File: config.mk
export PLATFORM = sky130hd
export DESIGN_NAME = pcnt_cell
export DESIGN_NICKNAME = d
export VERILOG_FILES = /design/src/pcnt_cell.sv
export SDC_FILE = /design/constraint.sdc
export NUM_CORES = 1
export LEC_CHECK = 0
export BUFFER_PORTS_ARGS = -buffer_cell sky130_fd_sc_hd__buf_4
export CAP_MARGIN = 0
export CORE_MARGIN = 3
export CORE_UTILIZATION = 43
export CTS_BUF_LIST = sky130_fd_sc_hd__clkbuf_16
export DETAILED_ROUTE_END_ITERATION = 10
export GPL_ROUTABILITY_DRIVEN = 0
export GPL_TIMING_DRIVEN = 0
export HOLD_SLACK_MARGIN = 0.02
export PLACE_DENSITY = 0.83
export SETUP_SLACK_MARGIN = 0.5
export SLEW_MARGIN = 20
export SYNTH_ARGS = -nofsm -noshare
export SYNTH_HDL_FRONTEND = slang
export SYNTH_SLANG_ARGS = --single-unit
File: constraint.sdc
create_clock -name clk_i -period 0.8 [get_ports clk_i]
set_input_delay 0.04 -clock clk_i [delete_from_list [all_inputs] [get_ports clk_i]]
set_output_delay 0.04 -clock clk_i [all_outputs]
set_load 0.01 [all_outputs]
File: src/pcnt_cell.sv
// ----------------------------------------------------------------------------
// pcnt_cell
// One stored point of the ring; loads its neighbor's point when shifted.
// ----------------------------------------------------------------------------
module pcnt_cell #(
  parameter int unsigned W = 48
) (
  input  logic         clk_i,
  input  logic         shift_i,
  input  logic [W-1:0] d_i,
  output logic [W-1:0] q_o
);

  logic [W-1:0] pt_q;

  always_ff @(posedge clk_i) begin
    if (shift_i) begin
      pt_q <= d_i;
    end
  end

  assign q_o = pt_q;

endmodule

==> key figures <==
Clocking
  – Num Clock Sinks: 48
  – Clock Path Buffers: 2
  – Root buf cell: clkbuf_16
  – H-Tree Depth: 2
  – Postcts setup bufs: 0
  – CTS clk-pin slew, worst paths: 0.06 ns
  – CTS tree: built
  – CTS buffer count: 5

Layout
  – Final Util: 0.831
  – Fill cells: around 160
  – Final net count: between 200 and 250
  – # diodes: 0
  – Area of the multi-input gates: 0 um2
  – Comb_multi_in: 0
  – Design Area, Final: approximately 2600 um2
  – Ratio of cells with drive above 1 in the final layout: 0.682
  – Area Overhead vs Synth: 80.3%
  – Final std cells w/o fill: 198
  – Max reg flops: 48

Pwr
  – PwrDens: 2350 nW/um2
  – Worst vdd ir: 1.94 mV
  – Leak Pwr: around 1.1 nW

Synthesis
  – Mean Syn Cell Area: 30.0 um2
  – Synthesis Warnings: 0
  – Post-synth net total: slightly below 100
  – Yosys top cell area share: 1.00
  – Instance count of the mapped netlist: 48
  – Synth top area cells: edfxtp_1 100%
  – Mapped cell area: between 1000 and 1500 um2
  – Post-synth top area cell: edfxtp_1
  – Seq/Total Area, Yosys: 1.00
  – Number of synthesized register bits: 48
  – Library cells used by synthesis: 1

Setup path
  – Cell count along the critical path: 1
  – Delay-heaviest family, CP: flip-flops
  – Critical Path Fanout Max: 1
  – Buf/Inv on CP: 1
  – Slowest CP cell: edfxtp_1
  – Startpoint Class: register
  – Req. time, crit path: around 0.76 ns
  – Critical path cell sequence: buf_6
  – Max incr delay on CP: about 0.42 ns
  – Crit path kind: register to output port
  – WP data arrival: roughly 0.85 ns
  – Setup crit end kind: output port

Die
  – Core area: roughly 3100 um2
  – Die area: roughly 4000 um2
  – I/O pin count: 98
  – Die W: between 60 and 70 um
  – Die Y: 63.9 um
  – Initial Utilization: 0.461
  – Site row count: 20

Drt
  – Aggregate routed wire length: ~3800 um
  – Post-DRT Antenna Nets: 0
  – DRC violations left: 0
  – Starting DRT DRC Count: between 40 and 50
  – Drt via density: between 4 and 5
  – Via count: a little under 900
  – Drt pass-1 iters: 4
  – Per-cell routed wire length: around 19 um

Placement
  – Worst slack, placed: -0.0962 ns
  – IO Port Bufs: 97
  – Area after DPL: 2220 um2
  – Cells after DPL: around 190

Run status
  – Status: complete, but fails checks
  – Failing checks: hold timing, setup timing

Min path
  – Min-delay src: d_i[37]
  – WHS Endpoint: q_o[37]
  – Hold-critical path depth: 1
  – Path category of the worst min-delay check: input port to register

Timing
  – Final WS setup: -0.0920 ns
  – Slew @ Worst Pin: roughly 0.13 ns
  – Final Cycle Share: 1.12
  – Rel. slew slack: 0.914
  – Setup_tns: -2.14 ns
  – Hold Slack: -0.0686 ns
  – Slew Limit Fails: 0
  – Final count of negative-setup-slack endpoints: 48
  – Max frequency: between 1 and 1.5 GHz
  – RSZ-0062 raised after global routing: yes
  – Final Hold Viols: 48
  – Fin crit period: 0.892 ns

Run
  – Max-Cap Viols: 0

Global route
  – Largest net degree at the start of global routing: 49
  – Grt total ovfl: 0
  – GRT Total Usage: 0.161
  – Initial antenna violation count: 0
  – First-pass GRT wire length: ~4600 um
  – Number of global-route vias before repair: 904
[through the flow]
stage | hold slack [ns] | power (mW)
after global placement | 0.219 | 3.70
after global routing | -0.0815 | 6.32
after CTS | -0.0727 | 6.08
after floorplan | 0.139 | 3.21
after detailed placement | 0.219 | 3.73
final | -0.0686 | 6.11
[area by class of cell]
| cell class | count | area [um2] | area share |
|---|---|---|---|
| timing repair buffer | 98 | 938 | 0.361 |
| sequential | 48 | 1440 | 0.555 |
| tap | 44 | 55.1 | 0.0212 |
| clock inverter | 3 | 38.8 | 0.0149 |
| clock buffer | 5 | 125 | 0.0481 |
[where the power goes]
group | internal, mW | total [mW] | leakage (nW) | switching, mW
registers | 3.00 | 3.09 | 0.470 | 0.0971
logic | 0.494 | 0.758 | 0.541 | 0.264
clock network | 1.45 | 2.25 | 0.0850 | 0.800
total | 4.94 | 6.11 | 1.10 | 1.16
[worst max-delay path by stage]
stage | start | to
detailed placement | shift_i | q_o[3]
floorplan | q_o[0] | q_o[0]
finish | q_o[31] | q_o[31]
global route | q_o[29] | q_o[29]
CTS | q_o[29] | q_o[29]
global placement | shift_i | q_o[3]
[cells in the mapped netlist]
master / count
edfxtp_1: 48
[cells in the final DEF (no fill, tap or decap), drive strengths merged]
| cell | netlist | routed |
|---|---|---|
| buf | 0 | 97 |
| bufinv | 0 | 1 |
| clkbuf | 0 | 6 |
| clkinv | 0 | 1 |
| edfxtp | 48 | 48 |
| inv | 0 | 1 |
[metal layers]
metal,up-vias,global-route usage,part of all wire
li1,403,-,-
met1,410,0.158,0.32
met2,56,0.297,0.58
met3,7,0.0650,0.087
met4,0,0.0647,0.012
met5,-,0,0
[what timing repair did]
| action | CTS | global route |
|---|---|---|
| endpoints found under the hold margin | 48 | 48 |
| resized for setup | 36 | 12 |
| setup endpoints to repair | 96 | 96 |
| cloned | 0 | 1 |
[logic make-up (layout without fill, tap and decap cells)]
group,count (synthesis),in the layout,synth area share
DFF,48,48,1.00
buffers and inverters,0,106,0
(Power assumes the default switching activity.)
